`src/rtl/core/pfn_pkg.sv`:
```
// Shared types and constants for the polygon face normal block.
package pfn_pkg;

  localparam int MAX_POLY_VERTS_DEF = 256;
  localparam int COORD_WIDTH_DEF    = 24;
  localparam int SUM_W              = 58;
  localparam int NORM_W             = 32;

  // Datapath operations issued by the controller.
  typedef enum logic [3:0] {
    OP_NONE,
    OP_LOAD,
    OP_EDGE_MUL,
    OP_EDGE_ACC,
    OP_MAG,
    OP_SHR,
    OP_SHL,
    OP_SQ_MUL,
    OP_SQ_ACC,
    OP_SQRT,
    OP_DIV_INIT,
    OP_DIV_STEP,
    OP_DIV_STORE,
    OP_FINISH
  } dp_op_t;

  typedef struct packed {
    dp_op_t     op;
    logic [1:0] comp;
    logic       close_edge;
  } dp_cmd_t;

  typedef struct packed {
    logic count_zero;
    logic mag_zero;
    logic need_shr;
    logic need_shl;
  } dp_stat_t;

endpackage

```
`src/rtl/core/pfn_ctrl.sv`:
```
// Sequencing controller for the polygon face normal block.
module pfn_ctrl (
  input  logic              clk,
  input  logic              rst_n,
  input  logic              in_valid,
  output logic              in_ready,
  input  logic              in_last_vertex,
  output logic              out_valid,
  input  logic              out_ready,
  input  pfn_pkg::dp_stat_t stat,
  output pfn_pkg::dp_cmd_t  cmd
);
  import pfn_pkg::*;

  typedef enum logic [3:0] {
    S_IDLE, S_EDGE_MUL, S_EDGE_ACC, S_MAG, S_SHIFT, S_SQ_MUL, S_SQ_ACC,
    S_SQRT, S_DIV_INIT, S_DIV_STEP, S_DIV_STORE, S_FINISH
  } state_t;

  state_t     state_r, state_nxt;
  logic [1:0] comp_r, comp_nxt;
  logic [4:0] iter_r, iter_nxt;
  logic       close_r, close_nxt;
  logic       last_r, last_nxt;
  logic       out_valid_r, out_valid_nxt;

  assign in_ready  = (state_r == S_IDLE);
  assign out_valid = out_valid_r;

  // Next state and datapath command.
  always_comb begin
    state_nxt      = state_r;
    comp_nxt       = comp_r;
    iter_nxt       = iter_r;
    close_nxt      = close_r;
    last_nxt       = last_r;
    out_valid_nxt  = out_valid_r && !out_ready;
    cmd.op         = OP_NONE;
    cmd.comp       = comp_r;
    cmd.close_edge = close_r;
    unique case (state_r)
      S_IDLE: begin
        if (in_valid) begin
          cmd.op    = OP_LOAD;
          last_nxt  = in_last_vertex;
          comp_nxt  = 2'd0;
          if (stat.count_zero) begin
            close_nxt = 1'b1;
            state_nxt = in_last_vertex ? S_EDGE_MUL : S_IDLE;
          end else begin
            close_nxt = 1'b0;
            state_nxt = S_EDGE_MUL;
          end
        end
      end
      S_EDGE_MUL: begin
        cmd.op    = OP_EDGE_MUL;
        state_nxt = S_EDGE_ACC;
      end
      S_EDGE_ACC: begin
        cmd.op = OP_EDGE_ACC;
        if (comp_r != 2'd2) begin
          comp_nxt  = comp_r + 2'd1;
          state_nxt = S_EDGE_MUL;
        end else begin
          comp_nxt = 2'd0;
          if (close_r) begin
            state_nxt = S_MAG;
          end else if (last_r) begin
            close_nxt = 1'b1;
            state_nxt = S_EDGE_MUL;
          end else begin
            state_nxt = S_IDLE;
          end
        end
      end
      S_MAG: begin
        cmd.op    = OP_MAG;
        state_nxt = S_SHIFT;
      end
      S_SHIFT: begin
        if (stat.mag_zero) begin
          state_nxt = S_FINISH;
        end else if (stat.need_shr) begin
          cmd.op = OP_SHR;
        end else if (stat.need_shl) begin
          cmd.op = OP_SHL;
        end else begin
          comp_nxt  = 2'd0;
          state_nxt = S_SQ_MUL;
        end
      end
      S_SQ_MUL: begin
        cmd.op    = OP_SQ_MUL;
        state_nxt = S_SQ_ACC;
      end
      S_SQ_ACC: begin
        cmd.op = OP_SQ_ACC;
        if (comp_r != 2'd2) begin
          comp_nxt  = comp_r + 2'd1;
          state_nxt = S_SQ_MUL;
        end else begin
          comp_nxt  = 2'd0;
          iter_nxt  = 5'd31;
          state_nxt = S_SQRT;
        end
      end
      S_SQRT: begin
        cmd.op   = OP_SQRT;
        iter_nxt = iter_r - 5'd1;
        if (iter_r == 5'd0) begin
          state_nxt = S_DIV_INIT;
        end
      end
      S_DIV_INIT: begin
        cmd.op    = OP_DIV_INIT;
        iter_nxt  = 5'd30;
        state_nxt = S_DIV_STEP;
      end
      S_DIV_STEP: begin
        cmd.op   = OP_DIV_STEP;
        iter_nxt = iter_r - 5'd1;
        if (iter_r == 5'd0) begin
          state_nxt = S_DIV_STORE;
        end
      end
      S_DIV_STORE: begin
        cmd.op = OP_DIV_STORE;
        if (comp_r != 2'd2) begin
          comp_nxt  = comp_r + 2'd1;
          state_nxt = S_DIV_INIT;
        end else begin
          state_nxt = S_FINISH;
        end
      end
      S_FINISH: begin
        // Hold the finished normal until the output register is free.
        if (!out_valid_r || out_ready) begin
          cmd.op        = OP_FINISH;
          out_valid_nxt = 1'b1;
          state_nxt     = S_IDLE;
        end
      end
      default: state_nxt = S_IDLE;
    endcase
  end

  // State, counters and the registered output valid.
  always_ff @(posedge clk) begin
    if (!rst_n) begin
      state_r     <= S_IDLE;
      comp_r      <= 2'd0;
      iter_r      <= 5'd0;
      close_r     <= 1'b0;
      last_r      <= 1'b0;
      out_valid_r <= 1'b0;
    end else begin
      state_r     <= state_nxt;
      comp_r      <= comp_nxt;
      iter_r      <= iter_nxt;
      close_r     <= close_nxt;
      last_r      <= last_nxt;
      out_valid_r <= out_valid_nxt;
    end
  end

endmodule

```
`config.mk`:
```
export PLATFORM = sky130hd
export DESIGN_NAME = pfn_ctrl
export DESIGN_NICKNAME = d
export VERILOG_FILES = /design/src/rtl/core/pfn_pkg.sv /design/src/rtl/core/pfn_ctrl.sv
export SDC_FILE = /design/constraint.sdc
export NUM_CORES = 1
export LEC_CHECK = 0
export BUFFER_PORTS_ARGS = -buffer_cell sky130_fd_sc_hd__buf_2
export CELL_PAD_IN_SITES_DETAIL_PLACEMENT = 2
export CELL_PAD_IN_SITES_GLOBAL_PLACEMENT = 2
export CORE_MARGIN = 5
export CORE_UTILIZATION = 32
export DETAILED_ROUTE_END_ITERATION = 8
export PLACE_DENSITY_LB_ADDON = 0.1
export SYNTH_ARGS = -nofsm -noshare
export SYNTH_HDL_FRONTEND = slang
export SYNTH_SLANG_ARGS = --single-unit
```
`constraint.sdc`:
```
create_clock -name clk -period 2.3 [get_ports clk]
set_input_delay 0.23 -clock clk [delete_from_list [all_inputs] [get_ports clk]]
set_output_delay 0.23 -clock clk [all_outputs]
set_load 0.01 [all_outputs]
```
==> results.toml, run 1 <==
[critical_path]
crit_arrival_ps = 1990
crit_end = "cmd[5]"
worstRegToRegCells = 6
r2r_start = "iter_r[0]"
rrSetupSlack_ps = 130
critical_path_class = "flip-flop to output pin"
worstPathRequired_ps = 2070
critPathCaptureType = "output pin"
critPathLaunchType = "flip-flop"
startpoint = "state_r[3]"
r2r-end = "state_r[0]"
critPathMaxFanout = 13

[global_routing]
grt_max_degree = 21
overflow = 0
track_usage_pct = 17.5
grt_pass1_vias = 1370
grt_antenna_before_repair = 0
grt_pass1_wl_um = 7060

[routing]
drtAntennaViolNets = 0
dr.pass1.iters = 4
via_per_inst = 5.99
drc = 0
wire_per_inst_um = 19.3
dr.first_iter.drc_count = 77
route.vias.total = 1317
routed_wl_um = 4250

[sta]
rsz0062_at_grt = "no"
finalHoldWorstSlack_ps = 268
report.final.slew_viol_count = 0
setup_viol = 0
finClkSkew_ps = 3.30
min_period_ps = 2220
setup-tns-final_ps = 0
max_slew.worst_pin.slew_ps = 690
fmax_mhz = 451
slew_headroom_pct = 53.9
fin_ws_ps = 84.7
finalHoldViolations = 0
period_share_pct = 96.3

[power_and_ir_drop]
power_mw = 0.639
pwr-share-clk_pct = 39.7
peakVddDrop_mv = 0.207
p_leak_nw = 0.503
comb_power_share_pct = 18.1
switchingPower_mw = 0.186
p_seq_share_pct = 42.2
power_density_nw_per_um2 = 469
switching_share_pct = 29.1
internal_power_mw = 0.453

[logic_synthesis]
synth_seq_cells = 14
synth.avg_cell_area_um2 = 7.52
synthDistinctLibCells = 52
synth_top_area_cell = "dfxtp_1"
syn_nets = 169
syn_area_um2 = 1170
yosysWarnings = 0
synth-async-reset-ratio_pct = 0
ys_seq_area_share_pct = 23.9
synth_enable_flop_cells = 0
synthesis.instances = 156
ys.flop_type = "dfxtp_1"
synth_top_area_share_pct = 23.9
synth_top_cells_by_area = "dfxtp_1 (24%), inv_1 (4.8%), a21oi_1 (4.7%)"

[cts]
clock_sinks = 14
cts_buffers = 3
cts-root-buf = "clkbuf_8"
clk_pin_slew_worst_paths_ps = 70
cts_setup_buffers = 0
htree_levels = 1
clockBufferDepth = 2
cts_tree = "yes"
clk_latency_ps = 250

[floorplan]
core_area_um2 = 3610
die_area_um2 = 4970
die_w_um = 70.5
initial_utilization_pct = 32.5
die_height_um = 70.5
num_rows = 22
io_pins = 18

[layout]
antennaDiodeCount = 0
multi_input_area_um2 = 779
nets = 186
finalInstanceArea_um2 = 1360
final_layout_size_suffix_gt1_share_pct = 18.6
mostFrequentLayoutCell = "buf_2"
syn2layout_area_growth_pct = 16.2
regArea_um2 = 282
fillers = 438
layout_common_cells = "buf_2 (17), inv_1 (15), dfxtp_1 (13)"

[placed_design]
io_buffers = 17
dp_worst_setup_slack_ps = 170
place_congestion = 0.811
placed_cell_area_um2 = 1310
hpwlAfterDp_um = 3140

[hold_path]
hold_path_class = "input port to flip-flop"

[flow_run]
drv_cap = 0

[run_status]
status = "finished, final reports clean"
timing repair:
action / 4_1_cts / 5_1_grt
hold buffers: 0 / 0
endpoints found under the setup margin: 0 / 1
resized for setup: 0 / 1
logic make-up after synthesis:
kind of cell / share of synthesized area, %
AOI/OAI and AO/OA: 37.0
and+or+nand+nor: 24.3
buffers and inverters: 9.60
DFF: 23.9
adders and majority gates: 4.27
muxes: 0.854
flip-flops by register name, indices dropped and copies added (netlist names):
register	flops
close_r	1
comp_r	2
iter_r	5
last_r	1
out_valid	1
state_r	4
critical path, stage by stage (launching register included):
cell and delay (ps):
dfxtp_1 460, nand2b_1 320, or4_1 650, o211ai_1 150, buf_2 160
power groups by stage:
stage	Combinational, mW	Sequential (mW)	Clock (mW)
3_3_place_gp	0.111	0.273	0
3_5_place_dp	0.116	0.274	0
6_report	0.116	0.270	0.254
2_1_floorplan	0.0877	0.260	0
4_1_cts	0.117	0.268	0.263
5_1_grt	0.127	0.271	0.275
synthesized netlist by cell type (all sizes together) (2+ instances only):
master and n:
a311oi 2, o22ai 3, dfxtp 14, nand2 11, o211ai 5, ha 4, clkbuf 4, o221ai 3
inv 15, or4 3, nor2 10, o21ai 11, nor3 4, o21bai 2, nand2b 5, a21boi 6
o31ai 4, nor4b 2, a22o 2, o221a 2, a21oi 11, buf 7, nand3 3
layout make-up:
class,count,area share [%]
clock buffers,4,4.04
inverters,15,4.13
repair buffers,23,9.55
multi-input cells,116,57.2
flip-flops and latches,14,20.7
well taps,48,4.41
layer usage:
metal  up-vias  track usage [%]  share of wire (%)
met5         -                0                  0
met4         0             2.51               0.45
met1       673             21.7                 44
li1        618                -                  -
met2        24             32.4                 52
met3         2             2.70                3.3
stage by stage:
stage	util [%]	instances
after floorplan	-	156
after global placement	36.2	216
after detailed placement	36.2	216
after CTS	37.8	220
after global routing	37.8	220
final	37.8	220
worst min path at each step:
stage            endpoint  slack [ps]  depth (start not counted)      startpoint
2_1_floorplan  state_r[1]         360                          1           rst_n
3_3_place_gp    iter_r[3]         450                          2       iter_r[3]
3_5_place_dp    iter_r[3]         470                          2       iter_r[3]
4_1_cts            last_r         260                          3  in_last_vertex
5_1_grt            last_r         260                          3  in_last_vertex
6_report           last_r         270                          3  in_last_vertex
(Power assumes the default switching activity.)
==> run 2, diff against run 1 <==
- CELL_PAD_IN_SITES_DETAIL_PLACEMENT: 2 -> 0
- CORE_MARGIN: 5 -> not set
- SLEW_MARGIN: not set -> 20
==> run 2 against run 1 <==
Clock skew rose by 8.4 ps. Clock power decreased by 44%. Global-route usage down 0.32 points. Critical path depth is the same. Total power shrank 18%. Largest power group unchanged. Count of clock-buffer cells in the layout fell by 1. Cell area down 2.6%. Combinational power increased by 5%.
==> results.toml, run 2 (synthesis results as in run 1) <==
[layout]
largest_register_ffs = 5
antennaDiodeCount = 0
mostFrequentLayoutCell = "buf_2"
syn2layout_area_growth_pct = 13.2
final_layout_size_suffix_gt1_share_pct = 18.1
layout_common_cells = "buf_2 (17), inv_1 (15), dfxtp_1 (13)"
nets = 186
final_cells = 217
final_util_pct = 38.9
reg_top3 = "iter_r: 5 flops, state_r: 4 flops, comp_r: 2 flops"
regMostFlops = "iter_r"
fillers = 368

[sta]
fmax_mhz = 459
max_slew.worst_pin.slew_ps = 524
setup-tns-final_ps = 0
report.final.slew_viol_count = 0
rsz0062_at_grt = "no"
min_period_ps = 2180
slew_headroom_pct = 64.7
finClkSkew_ps = 11.7
period_share_pct = 94.7
finalHoldViolations = 0
setup_viol = 0

[floorplan]
die_area_um2 = 3910
core_area_um2 = 3420
die_height_um = 62.5
die_w_um = 62.5
initial_utilization_pct = 34.3
num_rows = 21
io_pins = 18

[global_routing]
grt_antenna_before_repair = 0
grt_max_degree = 17
track_usage_pct = 17.2
grt_pass1_vias = 1105
grt_pass1_wl_um = 5330
overflow = 0

[cts]
cts_buffers = 3
clockBufferDepth = 2
clk_pin_slew_worst_paths_ps = 90
cts_tree = "yes"
htree_levels = 1
clock_sinks = 14
cts-root-buf = "clkbuf_4"
clk_latency_ps = 280
cts_setup_buffers = 0

[placed_design]
hpwlAfterDp_um = 2470
io_buffers = 17
dp.cells = 214
place_congestion = 0.794

[critical_path]
critPathCaptureType = "output pin"
crit_arrival_ps = 1950
critPathLaunchType = "flip-flop"
critical_path_class = "flip-flop to output pin"
worstPathRequired_ps = 2070
critPathMaxFanout = 15

[routing]
dr.pass1.iters = 6
routed_wl_um = 3310
drc = 0
wire_per_inst_um = 15.3
route.vias.total = 1232
drtAntennaViolNets = 0
dr.first_iter.drc_count = 77
via_per_inst = 5.68

[hold_path]
hold_path_class = "input port to flip-flop"

[power_and_ir_drop]
power_density_nw_per_um2 = 393
p_leak_nw = 0.486
peakVddDrop_mv = 0.196

[run_status]
status = "finished, final reports clean"

[flow_run]
drv_cap = 0
[run 2: cell types whose count changed in the layout (fill, tap and decap cells not counted), sizes merged]
| cell | previous run | this run |
|---|---|---|
| clkbuf | 4 | 3 |
[run 2: where the power goes]
group	total [mW]	switching, mW	internal [mW]
clock	0.141	0.0798	0.0607
sequential	0.259	0.00901	0.250
combinational	0.122	0.0685	0.0539
[run 2: cell type report]
cell class                 count  area (µm²)  area share, %
multi-input combinational    116         779           58.7
tap                           46        57.6           4.34
timing repair buffer          23         130           9.80
sequential                    14         282           21.2
clock buffer                   3        22.5           1.70
inverter                      15        56.3           4.24
[run 2: worst max-delay path: stages (launching register included)]
cell and delay, ps:
dfxtp_1 450, buf_4 260, or4_1 640, o211ai_1 160, buf_2 160
[run 2: routing by layer]
layer	up-vias	GRT usage [%]	share of wire [%]
li1	622	-	-
met1	581	22.7	47
met2	23	27.6	47
met3	6	4.20	4.0
met4	0	4.65	1.4
met5	-	0	0
[run 2: metrics by stage]
step	setup slack [ps]	power, mW	hold WS, ps	cell area [µm²]
detailed placement	315	0.386	463	1300
global route	55.8	0.555	223	1330
global placement	378	0.386	451	1300
floorplan	479	0.348	355	1170
CTS	104	0.528	206	1330
finish	121	0.522	211	1330
[run 2: repair_timing]
item,in CTS,in global routing
gates resized for setup,0,1
setup endpoints to repair,0,1
hold buffers,0,0
[run 2: path summary, 6_finish.rpt]
path / startpoint / depth (start not counted) / endpoint / slack [ps]
worst max-delay path: state_r[1] / 4 / cmd[5] / 120
worst max register to register: iter_r[0] / 6 / state_r[0] / 280
worst min register to register: iter_r[3] / 2 / iter_r[3] / 470
worst min-delay path: in_last_vertex / 3 / last_r / 210
==> run 3, diff against run 2 <==
- BUFFER_PORTS_ARGS: -buffer_cell sky130_fd_sc_hd__buf_2 -> not set
- CORE_UTILIZATION: 32 -> 37
- CTS_BUF_LIST: not set -> sky130_fd_sc_hd__clkbuf_4
- DONT_BUFFER_PORTS: not set -> 1
==> run 3 against run 2 <==
Hold slack lost 160 ps. Clock power is 13% higher. Register-to-register slack is essentially flat. Critical endpoint is now cmd[3]. Largest cell class unchanged. Highest routed layer unchanged.
==> results.toml, run 3 (synthesis results as in run 1) <==
[routing]
wl_met1_um = 1490
dr.pass1.iters = 4
dr.first_iter.drc_count = 61
routed_wl_um = 3270
drc = 0
drtAntennaViolNets = 0
route.vias.total = 1182
highest_layer = "met4"
wire_per_inst_um = 16.4
wl_met2_um = 1560
via_per_inst = 5.91
met3_length_um = 158

[sta]
fmax_mhz = 466
finClkSkew_ps = 4.21
setup_viol = 0
max_slew.worst_pin.slew_ps = 628
fin_ws_ps = 152
report.final.slew_viol_count = 0
setup-tns-final_ps = 0
slew_headroom_pct = 58.1
period_share_pct = 93.4
finalHoldViolations = 0
rsz0062_at_grt = "no"
min_period_ps = 2150

[critical_path]
worstPathRequired_ps = 2070
crit_arrival_ps = 1920
r2r-end = "state_r[0]"
worstRegToRegCells = 6
r2r_start = "iter_r[0]"
startpoint = "state_r[1]"
critPathCaptureType = "output pin"
crit_end = "cmd[3]"
critical_path_class = "flip-flop to output pin"
critPathLaunchType = "flip-flop"
critPathMaxFanout = 18
rrSetupSlack_ps = 280

[global_routing]
grt_pass1_vias = 1061
grt_max_degree = 19
grt_pass1_wl_um = 5270
track_usage_pct = 20.8
grt_antenna_before_repair = 0
overflow = 0

[hold_path]
hold_path_class = "input port to flip-flop"

[cts]
clockBufferDepth = 2
cts_setup_buffers = 0
cts-root-buf = "clkbuf_4"
clock_sinks = 14
cts-hold-fix-buffers = 0
clk_latency_ps = 300
htree_levels = 1
cts_buffers = 3
clk_pin_slew_worst_paths_ps = 100
ctsResizeCount = 0
cts_tree = "yes"

[layout]
antennaDiodeCount = 0
final_layout_size_suffix_gt1_share_pct = 8.97
layout_common_cells = "inv_1 (15), dfxtp_1 (14), nand2_1 (11), o21ai_0 (11), a21oi_1 (11)"
final_util_pct = 41.3
largest_register_ffs = 5
finalInstanceArea_um2 = 1250
nets = 170
syn2layout_area_growth_pct = 6.62
reg_top3 = "iter_r: 5 flops, state_r: 4 flops, comp_r: 2 flops"
regMostFlops = "iter_r"
mostFrequentLayoutCell = "inv_1"
final_cells = 200

[floorplan]
die_height_um = 58.3
die_area_um2 = 3400
initial_utilization_pct = 38.7
num_rows = 20
core_area_um2 = 3030
die_w_um = 58.3
io_pins = 18

[placed_design]
hpwlAfterDp_um = 2370
dp_worst_setup_slack_ps = 321
place_congestion = 0.804
io_buffers = 0
dp.cells = 196
placed_cell_area_um2 = 1220

[power_and_ir_drop]
p_leak_nw = 0.416
peakVddDrop_mv = 0.171
power_density_nw_per_um2 = 414

[run_status]
status = "finished, final reports clean"

[flow_run]
drv_cap = 0
## run 3: metrics by stage
stage	hold WS [ps]	power (mW)
floorplan	355	0.348
global placement	363	0.362
detailed placement	369	0.363
CTS	50.8	0.524
global route	56.6	0.545
finish	55.8	0.518
## run 3: layer usage
layer	up-vias	global-route usage [%]
li1	587	-
met1	567	27.6
met2	22	32.2
met3	6	5.27
met4	0	8.50
met5	-	0
## run 3: worst max-delay path, cell delays in order, from the launching register on
cell      delay [ps]
dfxtp_1          730
buf_4            230
buf_4            130
nor2_1            50
nor3_1           130
a41oi_1           60
o211ai_1         290
## run 3: how the worst min path moves through the flow
stage / slack [ps] / cells after the start / start / end
final: 60 / 2 / rst_n / close_r
after global routing: 60 / 1 / rst_n / iter_r[1]
after CTS: 50 / 2 / rst_n / close_r
after detailed placement: 370 / 2 / rst_n / close_r
after global placement: 360 / 1 / rst_n / state_r[1]
after floorplan: 360 / 1 / rst_n / state_r[1]
## run 3: final cells by class
cell class              count  area [µm²]
clock buffers               3        22.5
clock inverters             1        3.75
fillers                   319        1780
inverters                  15        56.3
multi-input cells         116         779
flip-flops and latches     14         280
well taps                  44        55.1
repair buffers              7        52.6
## run 3: power breakdown
group / internal, mW / switching, mW
combinational: 0.0439 / 0.0526
clock: 0.0632 / 0.0969
sequential: 0.250 / 0.0115
total: 0.357 / 0.161
